## src/hdl/segx_pkg.sv

```systemverilog
// Shared constants and types of the segment intersection block.
package segx_pkg;

  // Field and datapath widths.
  localparam int COORD_W  = 32;
  localparam int DIFF_W   = COORD_W + 1;
  localparam int PROD_W   = 2 * DIFF_W;
  localparam int DET_W    = PROD_W + 1;
  localparam int CROSS_W  = 2 * COORD_W + 1;
  localparam int NUM_W    = CROSS_W + DIFF_W + 1;
  localparam int HALF_W   = 32;
  localparam int THR_W    = 41;
  localparam int Q_W      = COORD_W;

  // Default number of fraction bits in a coordinate.
  localparam int COORD_FRAC_BITS = 23;

  // Depth of the queue between front and back.
  localparam int QUEUE_DEPTH = 4;

  // One classified word handed from front to back.
  typedef struct packed {
    logic                    hit;
    logic signed [DET_W-1:0] delta;
    logic signed [NUM_W-1:0] d1;
    logic signed [NUM_W-1:0] d2;
  } si_entry_t;

  // Queue status seen by both sides.
  typedef struct packed {
    logic full;
    logic empty;
  } si_qstat_t;

endpackage

```

## src/hdl/segx_queue.sv

```systemverilog
// Short queue of classified words between the front and the back.
module segx_queue #(
  parameter int Depth = segx_pkg::QUEUE_DEPTH
) (
  input  logic                 clk_i,
  input  logic                 rst_ni,
  input  logic                 push_i,
  input  segx_pkg::si_entry_t  entry_i,
  input  logic                 pop_i,
  output segx_pkg::si_entry_t  entry_o,
  output segx_pkg::si_qstat_t  qstat_o
);
  import segx_pkg::*;

  localparam int PtrW = (Depth > 1) ? $clog2(Depth) : 1;

  si_entry_t         slot_q [Depth];
  logic [PtrW-1:0]   wr_q, rd_q;
  logic [PtrW:0]     cnt_q;

  assign qstat_o.full  = (cnt_q == (PtrW+1)'(Depth));
  assign qstat_o.empty = (cnt_q == '0);
  assign entry_o       = slot_q[rd_q];

  // Pointers wrap at the depth.
  always_ff @(posedge clk_i or negedge rst_ni) begin
    if (!rst_ni) begin
      wr_q  <= '0;
      rd_q  <= '0;
      cnt_q <= '0;
    end else begin
      if (push_i) begin
        wr_q <= (wr_q == PtrW'(Depth - 1)) ? '0 : wr_q + 1'b1;
      end
      if (pop_i) begin
        rd_q <= (rd_q == PtrW'(Depth - 1)) ? '0 : rd_q + 1'b1;
      end
      cnt_q <= cnt_q + (PtrW+1)'(push_i) - (PtrW+1)'(pop_i);
    end
  end

  // Storage of the words.
  always_ff @(posedge clk_i) begin
    if (push_i) begin
      slot_q[wr_q] <= entry_i;
    end
  end

  a_no_overflow: assert property (@(posedge clk_i) disable iff (!rst_ni)
    push_i |-> (!qstat_o.full || pop_i))
    else $error("queue written while full");
  a_no_underflow: assert property (@(posedge clk_i) disable iff (!rst_ni)
    pop_i |-> !qstat_o.empty)
    else $error("queue read while empty");
  a_count_bound: assert property (@(posedge clk_i) disable iff (!rst_ni)
    cnt_q <= (PtrW+1)'(Depth))
    else $error("queue count beyond its depth");

endmodule

```

## config.mk

```make
export PLATFORM = sky130hd
export DESIGN_NAME = segx_queue
export DESIGN_NICKNAME = d
export VERILOG_FILES = /design/src/hdl/segx_pkg.sv /design/src/hdl/segx_queue.sv
export SDC_FILE = /design/constraint.sdc
export NUM_CORES = 1
export LEC_CHECK = 0
export BUFFER_PORTS_ARGS = -buffer_cell sky130_fd_sc_hd__buf_4
export CAP_MARGIN = 10
export CORE_ASPECT_RATIO = 1.75
export CORE_MARGIN = 2
export CORE_UTILIZATION = 40
export CTS_CLUSTER_SIZE = 24
export DETAILED_ROUTE_END_ITERATION = 6
export PLACE_DENSITY = 0.6
export SYNTH_ARGS = -nofsm -noshare
export SYNTH_HDL_FRONTEND = slang
export SYNTH_SLANG_ARGS = --single-unit
```

## constraint.sdc

```tcl
create_clock -name clk_i -period 15.5 [get_ports clk_i]
set_input_delay 3.1 -clock clk_i [delete_from_list [all_inputs] [get_ports clk_i]]
set_output_delay 3.1 -clock clk_i [all_outputs]
set_load 0.01 [all_outputs]
```

Word level (Yosys, flattened, before mapping)

Memories as Yosys holds them, arrays and structs flattened.
Index checks and enable logic that the tools add are counted.

Register bits after elaboration: 7
Memory bits (writable): 1,064
Output and inout bits: 268
Logic and storage cells: 16
Memories kept: 1

Add/sub/neg operators: 4
Equal/unequal tests: 3
Multiplexer cells: 4
Reduce and logical (&&, ||, !) cells: 1

Memories:

| name   | depth | bits a word | rd ports | clocked after Yosys merged registers in | wr ports | line             | text |
|---|---|---|---|---|---|---|---|
| slot_q | 4     | 266         | 1        | 0                                       | 1        | segx_queue.sv:17 | `si_entry_t slot_q [Depth];` |

Operators by type and width:

| cell                                                          | count |
|---|---|
| 2-bit by 1-bit adder with 2-bit output, second input constant | 2 |
| 2-bit == test, second input constant                          | 2 |
| 2-bit two-way mux                                             | 2 |
| 3-bit by 1-bit adder with 3-bit output                        | 1 |
| 3-bit == test, second input constant                          | 1 |
| 3-bit zero test                                               | 1 |
| 3-bit by 1-bit subtractor with 3-bit output                   | 1 |
| 1-bit two-way mux                                             | 2 |

Logic depth before layout (Yosys ltp)

Gate-level depths: netlist of run 1.

Word-level depth: 2
Gate-level depth with buffers: 7
Gate-level depth less buffers: 7

Worst setup path after synthesis of run 1

OpenSTA, ideal clock, no wires.

Path type: in2reg
Start: input port push_i
End: memory slot_q[0][0] (netlist bit) (enable)
Arrival time: 9,109 ps
Path slack: 5,732 ps
Cell stages on the path: 1
Path through: and2_1

Word-level cells in the longest chain between the ends: 2

RTL lines:

| element                                 | line             | text |
|---|---|---|
| from (decl)                             | segx_queue.sv:7  | `input logic push_i,` |
| 1-bit two-way mux                       | segx_queue.sv:44 | `if (push_i) begin` |
| 1-bit two-way mux (implied by the code) | segx_queue.sv:45 | `slot_q[wr_q] <= entry_i;` |
| to (decl)                               | segx_queue.sv:17 |  |

No other way between the ends.

==> impl_results.md, run 1 <==
* Status: finished clean
* GR Util All Layers at 0.1658
* Num CTS Buffers at 96
* Antenna-violating nets left at 0
* Main synth FF type: edfxtp_1
* Hpwl dp at 51.09 mm
* Worst setup startpoint: rd_q[0]
* Share of layout cells above drive strength 1 at 0.4299
* Final Setup Violations at 0
* Number of I/O port buffers at 537
* Setup crit end: entry_o[179]
* Syn-to-layout area delta at 21.82%
* Max-Cap Viols at 0
* Final hold viol count at 0
* Syn. warnings at 0
* Worst vdd ir at 0.1376 mV
* Placed cell areas at 0.04448 mm^2
* Leading area contributor after synthesis: edfxtp_1
* Core area at 0.09673 mm^2
* Setup repair bufs after CTS at 0
* Inst Count DP at 3223
* Reg2reg start: wr_q[0]
* CTS sink count at 1071
* Setup slack, reg-to-reg at 12.05 ns
* Crit Path Max Fanout at 48
* Netlist cell types at 21
* Crit end category: output port
* Gr ovfl total at 0
* CTS clk-pin slew, worst paths at 0.06 ns
* Crit path DAT at 4.70 ns
* Worst EP required at 12.40 ns
* # hold bufs at CTS at 0
* Commonest cells in the netlist: 1064 x edfxtp_1, 199 x mux4_2, 67 x mux4_1
* Initial Utilization at 0.4039
* Row cnt at 151
* CTS max path bufs at 3
* Vias in the first global route at 18900
* Initial antenna violation count at 15
* Syn nets at 1704
* Crit Reg-Reg Endpoint: slot_q[3][157]
* Slew HR at 0.03242
* Iter 0 DRT Violations at 1018
* DR vias/cell at 5.090
* Synth Register Bits at 1071
* Period Utilization, post-route at 0.5031
* Asr flop ratio synth at 0.006536
* Residual DRC count at 0
* Worst Skew at 0.03383 ns
* Die Ht at 417.4 um
* Final Instance Area at 0.04760 mm^2
* Setup_tns at 0 ns
* Final WL at 83.27 mm
* Mapped Area at 0.03907 mm^2
* Worst Max-Slew Pin Slew at 1.451 ns
* H-tree Lvls at 3
* Drt first pass iters at 4
* Slew Limit Fails at 0
* Total power at 8.842 mW
* Post-synthesis sequential area ratio at 0.8222
* Die W at 240.3 um
* First-pass GRT wire length at 122.2 mm
* Top cells by area, synth: edfxtp_1 82%, mux4_2 11%, mux4_1 4.5%, buf_6 0.66%, dfrtp_1 0.45%
* Syn Inst Count at 1426
* GP Congestion at 0.7286
* Finished Layout Cells at 3413
* Static leakage at 16.12 nW
* Area fraction of the dominant cell type after synthesis at 0.8178
* CTS tree: done
* DIE AREA at 0.1003 mm^2
* Avg Inst Size Synth at 27.40 um^2
* Fill cells at 7851
* Unrepaired setup endpoints after global routing: no
* Via count at 17370
* Tmin final at 7.799 ns
* HP Class: reg2reg
* Nets at 2299
* Most frequent cell after synthesis: edfxtp_1
* CP Launch Type: flop
* Pin count of the biggest net entering global routing at 153
* Post-DR wirelength/cell at 24.40 um
* Crit path kind: reg2out
* Clock tree root buffer cell: clkbuf_16
* Clk_lat worst skew at 0.68 ns
* Ports at 538
* R2R depth at 4
* EDFF count, synth at 1064
* CTS resizes at 0
* Power per cell area at 185.8 mW/mm^2
* Fmax at 128.2 MHz
[power by group]
group | internal (mW) | switching [mW]
Clock | 1.28 | 1.05
Sequential | 3.71 | 0.146
Combinational | 1.30 | 1.36
[cells in the final DEF (no fill, tap or decap), types with 4 or more instances in the layout]
| master | synthesis | routed |
|---|---|---|
| buf_12 | 0 | 4 |
| mux4_1 | 67 | 67 |
| dfrtp_1 | 7 | 5 |
| diode_2 | 0 | 10 |
| clkinv_1 | 0 | 23 |
| bufinv_16 | 0 | 7 |
| clkbuf_16 | 0 | 97 |
| clkbuf_1 | 5 | 18 |
| inv_1 | 6 | 6 |
| ha_1 | 7 | 7 |
| mux4_2 | 199 | 199 |
| clkinv_2 | 0 | 18 |
| buf_4 | 1 | 553 |
| and2_4 | 0 | 4 |
| clkinvlp_4 | 0 | 7 |
| edfxtp_1 | 1064 | 1064 |
[cell families after synthesis]
group | count (synthesis) | synth area share
multiplexers | 268 | 0.1603
XOR/XNOR | 2 | 0.0004484
buffers and inverters | 66 | 0.01262
flip-flops | 1071 | 0.8222
AND/OR/NAND/NOR | 9 | 0.001345
adder cells (fa/ha/maj) | 8 | 0.002754
AO/OA/AOI/OAI | 2 | 0.0002562
[routing by layer]
layer | share of wire | wire length, um | vias to the layer above | track usage
li1 | - | - | 7491 | -
met1 | 0.37 | 30900 | 9139 | 0.1937
met2 | 0.51 | 42170 | 609 | 0.2747
met3 | 0.093 | 7726 | 124 | 0.06031
met4 | 0.029 | 2418 | 10 | 0.07201
met5 | 0.00068 | 57 | - | 0
[stage by stage]
step | setup WS, ns | utilization | hold slack [ns]
final | 7.701 | 0.4920 | 0.6188
after global routing | 7.202 | 0.4920 | 0.6629
after CTS | 7.415 | 0.4918 | 0.6169
after detailed placement | 8.175 | 0.4598 | 0.6037
after global placement | 8.194 | 0.4598 | 0.5814
after floorplan | 5.732 | - | 0.5595
[flip-flops by register name (all words and copies together), names as in the netlist]
signal,count
rd_q,2
cnt_q,3
slot_q,1064
wr_q,2
[cell type report]
type	instances	area, um^2	area share
Inverter	6	22.52	0.0004732
Antenna cell	10	25.02	0.0005258
Tap cell	1300	1627	0.03417
Timing Repair Buffer	557	4232	0.08891
Clock buffer	115	2495	0.05242
Multi-Input combinational cell	289	6462	0.1358
Sequential cell	1071	32130	0.6751
Clock inverter	65	599.3	0.01259
[how the worst min path moves through the flow]
stage                   from        to  slack, ns  cells past startpoint
finish              cnt_q[1]  cnt_q[2]       0.62                      2
CTS                 cnt_q[1]  cnt_q[2]       0.62                      2
global placement    cnt_q[1]  cnt_q[2]       0.58                      2
floorplan           cnt_q[1]  cnt_q[2]       0.56                      2
detailed placement  cnt_q[1]  cnt_q[2]       0.60                      2
global route        cnt_q[1]  cnt_q[2]       0.66                      2
[worst max-delay path, stage by stage, from the launching register on]
cell	delay [ns]
dfrtp_4	0.73
buf_4	0.73
buf_4	0.87
buf_4	0.76
mux4_1	0.68
buf_4	0.17
Note: power is estimated with default switching activity, not from simulation.
==> inputs of run 2 (changes only) <==
- PLACE_DENSITY: 0.6 -> 0.62
- clock period: 15.5 -> 6.62 ns (I/O delays scaled with it)
==> run 2 against run 1 <==
- non-clock buffer count down 5
- setup slack worse by 5.6 ns
- clock-buffer cell count rose by 5
- clock skew decreased by 0.021 ns
- die area unchanged
- flip-flop and latch count unchanged
- total power increased by 140%
==> impl_results.md, run 2 (synthesis results as in run 1) <==
* DR vias/cell at 5.056
* Vias in the first global route at 18840
* Max-Cap Viols at 0
* Die Ht at 417.4 um
* Row cnt at 151
* Fmax at 219.4 MHz
* Tmin final at 4.558 ns
* Gr ovfl total at 0
* Iter 0 DRT Violations at 927
* Crit path DAT at 3.23 ns
* Syn-to-layout area delta at 22.45%
* Final Setup Violations at 0
* H-tree Lvls at 3
* Post-DR wirelength/cell at 24.10 um
* Sw Share at 0.2811
* HP Class: in2async
* Crit Reg-Reg Endpoint: slot_q[0][186]
* Final core occ at 0.4946
* Clk_lat worst skew at 0.68 ns
* Most used cells in the layout excluding fill and tap cells: 1064 x edfxtp_1, 540 x buf_4, 199 x mux4_2
* Pin count of the biggest net entering global routing at 140
* CTS resizes at 0
* Slew Limit Fails at 0
* CP Launch Type: flop
* Worst Max-Slew Pin Slew at 1.355 ns
* Setup repair bufs after CTS at 0
* GR Util All Layers at 0.1640
* Number of I/O port buffers at 537
* Clock share of power at 0.274
* Hpwl dp at 49.91 mm
* P_sw at 5.898 mW
* Placed cell areas at 0.04454 mm^2
* Unrepaired setup endpoints after global routing: no
* CTS tree: done
* CTS clk-pin slew, worst paths at 0.06 ns
* Initial Utilization at 0.4039
* Final WL at 82.10 mm
* Setup_tns at 0 ns
* Static leakage at 16.22 nW
* Sequential Power Share at 0.430
* Final Instance Area at 0.04784 mm^2
* Reg2reg start: wr_q[0]
* Setup slack, reg-to-reg at 4.20 ns
* R2R depth at 4
* Share of layout cells above drive strength 1 at 0.4341
* Status: finished clean
* Ports at 538
* First-pass GRT wire length at 120.7 mm
* Slowest CP cell: dfrtp_4
* Largest Register: slot_q
* CTS max path bufs at 3
* DIE AREA at 0.1003 mm^2
* Die W at 240.3 um
* Worst EP required at 5.30 ns
* Worst Skew at 0.01313 ns
* GP Congestion at 0.7341
* Core area at 0.09673 mm^2
* Power per cell area at 438.6 mW/mm^2
* Worst vdd ir at 0.3256 mV
* Slowest stage delay, CP at 0.91 ns
* Via count at 17230
* Crit Path Max Fanout at 42
* Slew HR at 0.09671
* Residual DRC count at 0
* # hold bufs at CTS at 0
* Power Internal at 15.09 mW
* Drt first pass iters at 7
* Top cell by count, worst path: buf_4
* Initial antenna violation count at 20
* Nets at 2295
* Period Utilization, post-route at 0.6885
* Commonest non-fill, non-tap cell in the layout: edfxtp_1
* Clock tree root buffer cell: clkbuf_16
* Crit-path cells: buf_4 > mux4_1 > buf_4
* WHS at 0.4506 ns
* Biggest regs: slot_q x1064, cnt_q x3
* CTS sink count at 1071
* Antenna-violating nets left at 0
* Crit path kind: reg2out
* Crit end category: output port
* Num CTS Buffers at 97
* Part of the power in combinational logic at 0.296
* Max reg flops at 1064
* Final hold viol count at 0
run 2: power groups by stage:
stage                     combinational [mW]  clock (mW)  sequential [mW]
after floorplan                         3.69           0             9.09
after global placement                  6.36           0             9.11
after detailed placement                6.38           0             9.19
after CTS                               6.40        5.91             9.05
after global routing                    6.66        6.13             9.12
final                                   6.20        5.75             9.03
run 2: worst max-delay path: cells and delay by family, from the launching register on:
family	cells	cell delay, ns
multiplexers	1	0.65
buffers and inverters	2	0.93
flip-flops	1	0.91
run 2: layout make-up:
| cell class | instances | area (um^2) |
|---|---|---|
| multi-input combinational | 289 | 6462 |
| antenna | 13 | 32.53 |
| clock inverter | 56 | 671.9 |
| sequential | 1071 | 32130 |
| timing repair buffer | 552 | 4294 |
| tap | 1300 | 1627 |
| clock buffer | 120 | 2597 |
| fill | 7733 | 48890 |
| inverter | 6 | 22.52 |
run 2: stage by stage:
step                      power [mW]  instances  setup WS (ns)
after floorplan                12.78       1426          1.606
after global placement         15.47       3218          2.698
after detailed placement       15.58       3218          2.663
after CTS                      21.36       3394          1.904
after global routing           21.91       3405          1.795
final                          20.98       3407          2.062
run 2: per-layer routing:
| layer | wire, um | GRT usage |
|---|---|---|
| met4 | 2711 | 0.08159 |
| met3 | 7252 | 0.05734 |
| met1 | 29780 | 0.1871 |
| met2 | 42250 | 0.2732 |
| met5 | 109 | 0 |
run 2: worst max-delay path by stage:
stage                    to  cells after the start  slack, ns  startpoint
4_1_cts         entry_o[71]                      3       1.90     rd_q[0]
3_5_place_dp    entry_o[71]                      3       2.66     rd_q[0]
5_1_grt         entry_o[71]                      3       1.79     rd_q[0]
3_3_place_gp    entry_o[60]                      3       2.70     rd_q[0]
6_report        entry_o[71]                      3       2.06     rd_q[0]
2_1_floorplan  slot_q[3][0]                      1       1.61      push_i
==> inputs of run 3 (changes only) <==
- clock period: 6.62 -> 3.7 ns (I/O delays scaled with it)
==> run 3 against run 2 <==
- first-iteration DRC count rose by 4.5%
- critical path type unchanged
- die area did not move
- utilization rose by 0.47 points
- wire length rose by 2.9%
- combinational power rose by 89%
- flip-flop and latch count did not move
- global-route usage rose by 0.38 points
- critical endpoint is now entry_o[248]
- sequential power rose by 77%
- critical path depth did not move
- sequential share of layout area fell by 0.63 points
==> impl_results.md, run 3 (synthesis results as in run 1) <==
* Worst Skew at 0.04253 ns
* Initial Utilization at 0.4039
* Core area at 0.09673 mm^2
* Tmin final at 3.476 ns
* Residual DRC count at 0
* Reg area at 0.03213 mm^2
* Nets at 2344
* Slowest CP cell: dfrtp_4
* Final core occ at 0.4992
* Setup_tns at 0 ns
* Crit path kind: reg2out
* CTS clk-pin slew, worst paths at 0.07 ns
* Power per cell area at 777.8 mW/mm^2
* Max reg flops at 1064
* Slew HR at 0.4514
* Static leakage at 16.46 nW
* Worst slack at placement at 0.7465 ns
* Worst Path Buf+Inv at 2
* Clock share of power at 0.262
* H-tree Lvls at 3
* Row cnt at 151
* DIE AREA at 0.1003 mm^2
* Unrepaired setup endpoints after global routing: no
* Critical path's top delay family: buffers and inverters
* Initial antenna violation count at 10
* HP Class: in2reg
* Post-DR wirelength/cell at 24.51 um
* Die W at 240.3 um
* Final hold viol count at 0
* Critical path depth in cells at 3
* Share of layout cells above drive strength 1 at 0.4412
* Crit path DAT at 2.74 ns
* Largest Register: slot_q
* First-pass GRT wire length at 123.5 mm
* Worst vdd ir at 0.5150 mV
* GP Congestion at 0.7349
* CTS max path bufs at 3
* Die Ht at 417.4 um
* Hold depth at 1
* Max-Cap Viols at 0
* Final WL at 84.47 mm
* Sw Share at 0.2876
* R2R depth at 4
* Syn-to-layout area delta at 23.60%
* Commonest non-fill, non-tap cell in the layout: edfxtp_1
* Biggest regs: slot_q x1064, cnt_q x3
* Period Utilization, post-route at 0.9394
* Top cell by count, worst path: buf_4
* Fmax at 287.7 MHz
* Most used cells in the layout excluding fill and tap cells: 1064 x edfxtp_1, 569 x buf_4, 199 x mux4_2
* Slew Limit Fails at 0
* Multi-input gate area at 0.006462 mm^2
* CTS sink count at 1071
* Status: finished clean
* WHS at 0.2448 ns
* Num CTS Buffers at 95
* DR vias/cell at 5.071
* GR Util All Layers at 0.1678
* Gr ovfl total at 0
* Sequential Power Share at 0.426
* Power Internal at 26.76 mW
* Clock tree root buffer cell: clkbuf_16
* Slowest stage delay, CP at 0.70 ns
* Final worst slack at 0.2243 ns
* Crit Path Max Fanout at 29
* CTS tree: done
* Clk_lat worst skew at 0.69 ns
* Final Instance Area at 0.04829 mm^2
* Final Setup Violations at 0
* CP Launch Type: flop
* Pin count of the biggest net entering global routing at 58
* Worst Max-Slew Pin Slew at 0.8229 ns
* P_sw at 10.81 mW
* Number of I/O port buffers at 537
* Vias in the first global route at 19130
* Setup slack, reg-to-reg at 1.55 ns
* Crit-path cells: buf_4 > mux4_1 > buf_4
* Worst EP required at 2.96 ns
* Drt first pass iters at 4
* Fill cells at 7684
* Placed cell areas at 0.04516 mm^2
* Antenna-violating nets left at 0
* Ports at 538
* Part of the power in combinational logic at 0.312
* Via count at 17480
* Iter 0 DRT Violations at 969
* Crit end category: output port
* Hpwl dp at 54.98 mm
[run 3: cell count changes in the layout (fill, tap and decap cells not counted), sizes merged]
cell / previous run / this run
buf: 552 / 602
diode: 13 / 5
inv: 8 / 14
bufinv: 14 / 9
clkbuf: 120 / 116
clkinv: 32 / 36
clkinvlp: 8 / 4
dlygate4sd3: 0 / 1
[run 3: final cells by class]
type | count | area share
tap | 1300 | 0.03368
inverter | 6 | 0.0004664
multi-input combinational | 289 | 0.1338
antenna | 5 | 0.0002591
sequential | 1071 | 0.6654
clock buffer | 116 | 0.05130
timing repair buffer | 603 | 0.1022
clock inverter | 57 | 0.01293
[run 3: final timing paths]
check,from,to
worst max-delay path,rd_q[0],entry_o[248]
worst min-delay path,entry_i[234],slot_q[1][234]
worst max register to register,wr_q[1],slot_q[0][24]
worst min register to register,cnt_q[1],cnt_q[2]
max in group asynchronous,rst_ni,rd_q[1]
min in group asynchronous,rst_ni,wr_q[1]
[run 3: stage by stage]
stage                     total power [mW]  cells
after floorplan                      22.73   1426
after global placement               28.13   3268
after detailed placement             28.30   3268
after CTS                            38.22   3442
after global routing                 39.23   3447
final                                37.56   3447
[run 3: power by group through the flow]
stage / clock, mW / sequential (mW) / combinational [mW]
global route: 10.6 / 16.1 / 12.5
CTS: 10.1 / 16.0 / 12.1
global placement: 0 / 16.1 / 12.0
detailed placement: 0 / 16.3 / 12.0
floorplan: 0 / 16.1 / 6.61
finish: 9.84 / 16.0 / 11.7
[run 3: metal layers]
layer	GRT usage	up-vias	wire (um)
met5	0	-	57
met4	0.06906	10	2819
met3	0.05707	139	7327
met2	0.2846	582	43160
met1	0.1942	9179	31100
li1	-	7570	-
[run 3: worst reg2reg max path, stage by stage, from the launching register on]
cell and delay (ns):
dfrtp_1 0.41, inv_1 0.10, ha_1 0.15, and2_4 0.64, buf_4 0.51
[run 3: what timing repair did]
item	4_1_cts	5_1_grt
setup endpoints to repair	0	2
hold endpoints to repair	7	0
hold buffers	1	0
setup buffers	0	0
resized for setup	0	1
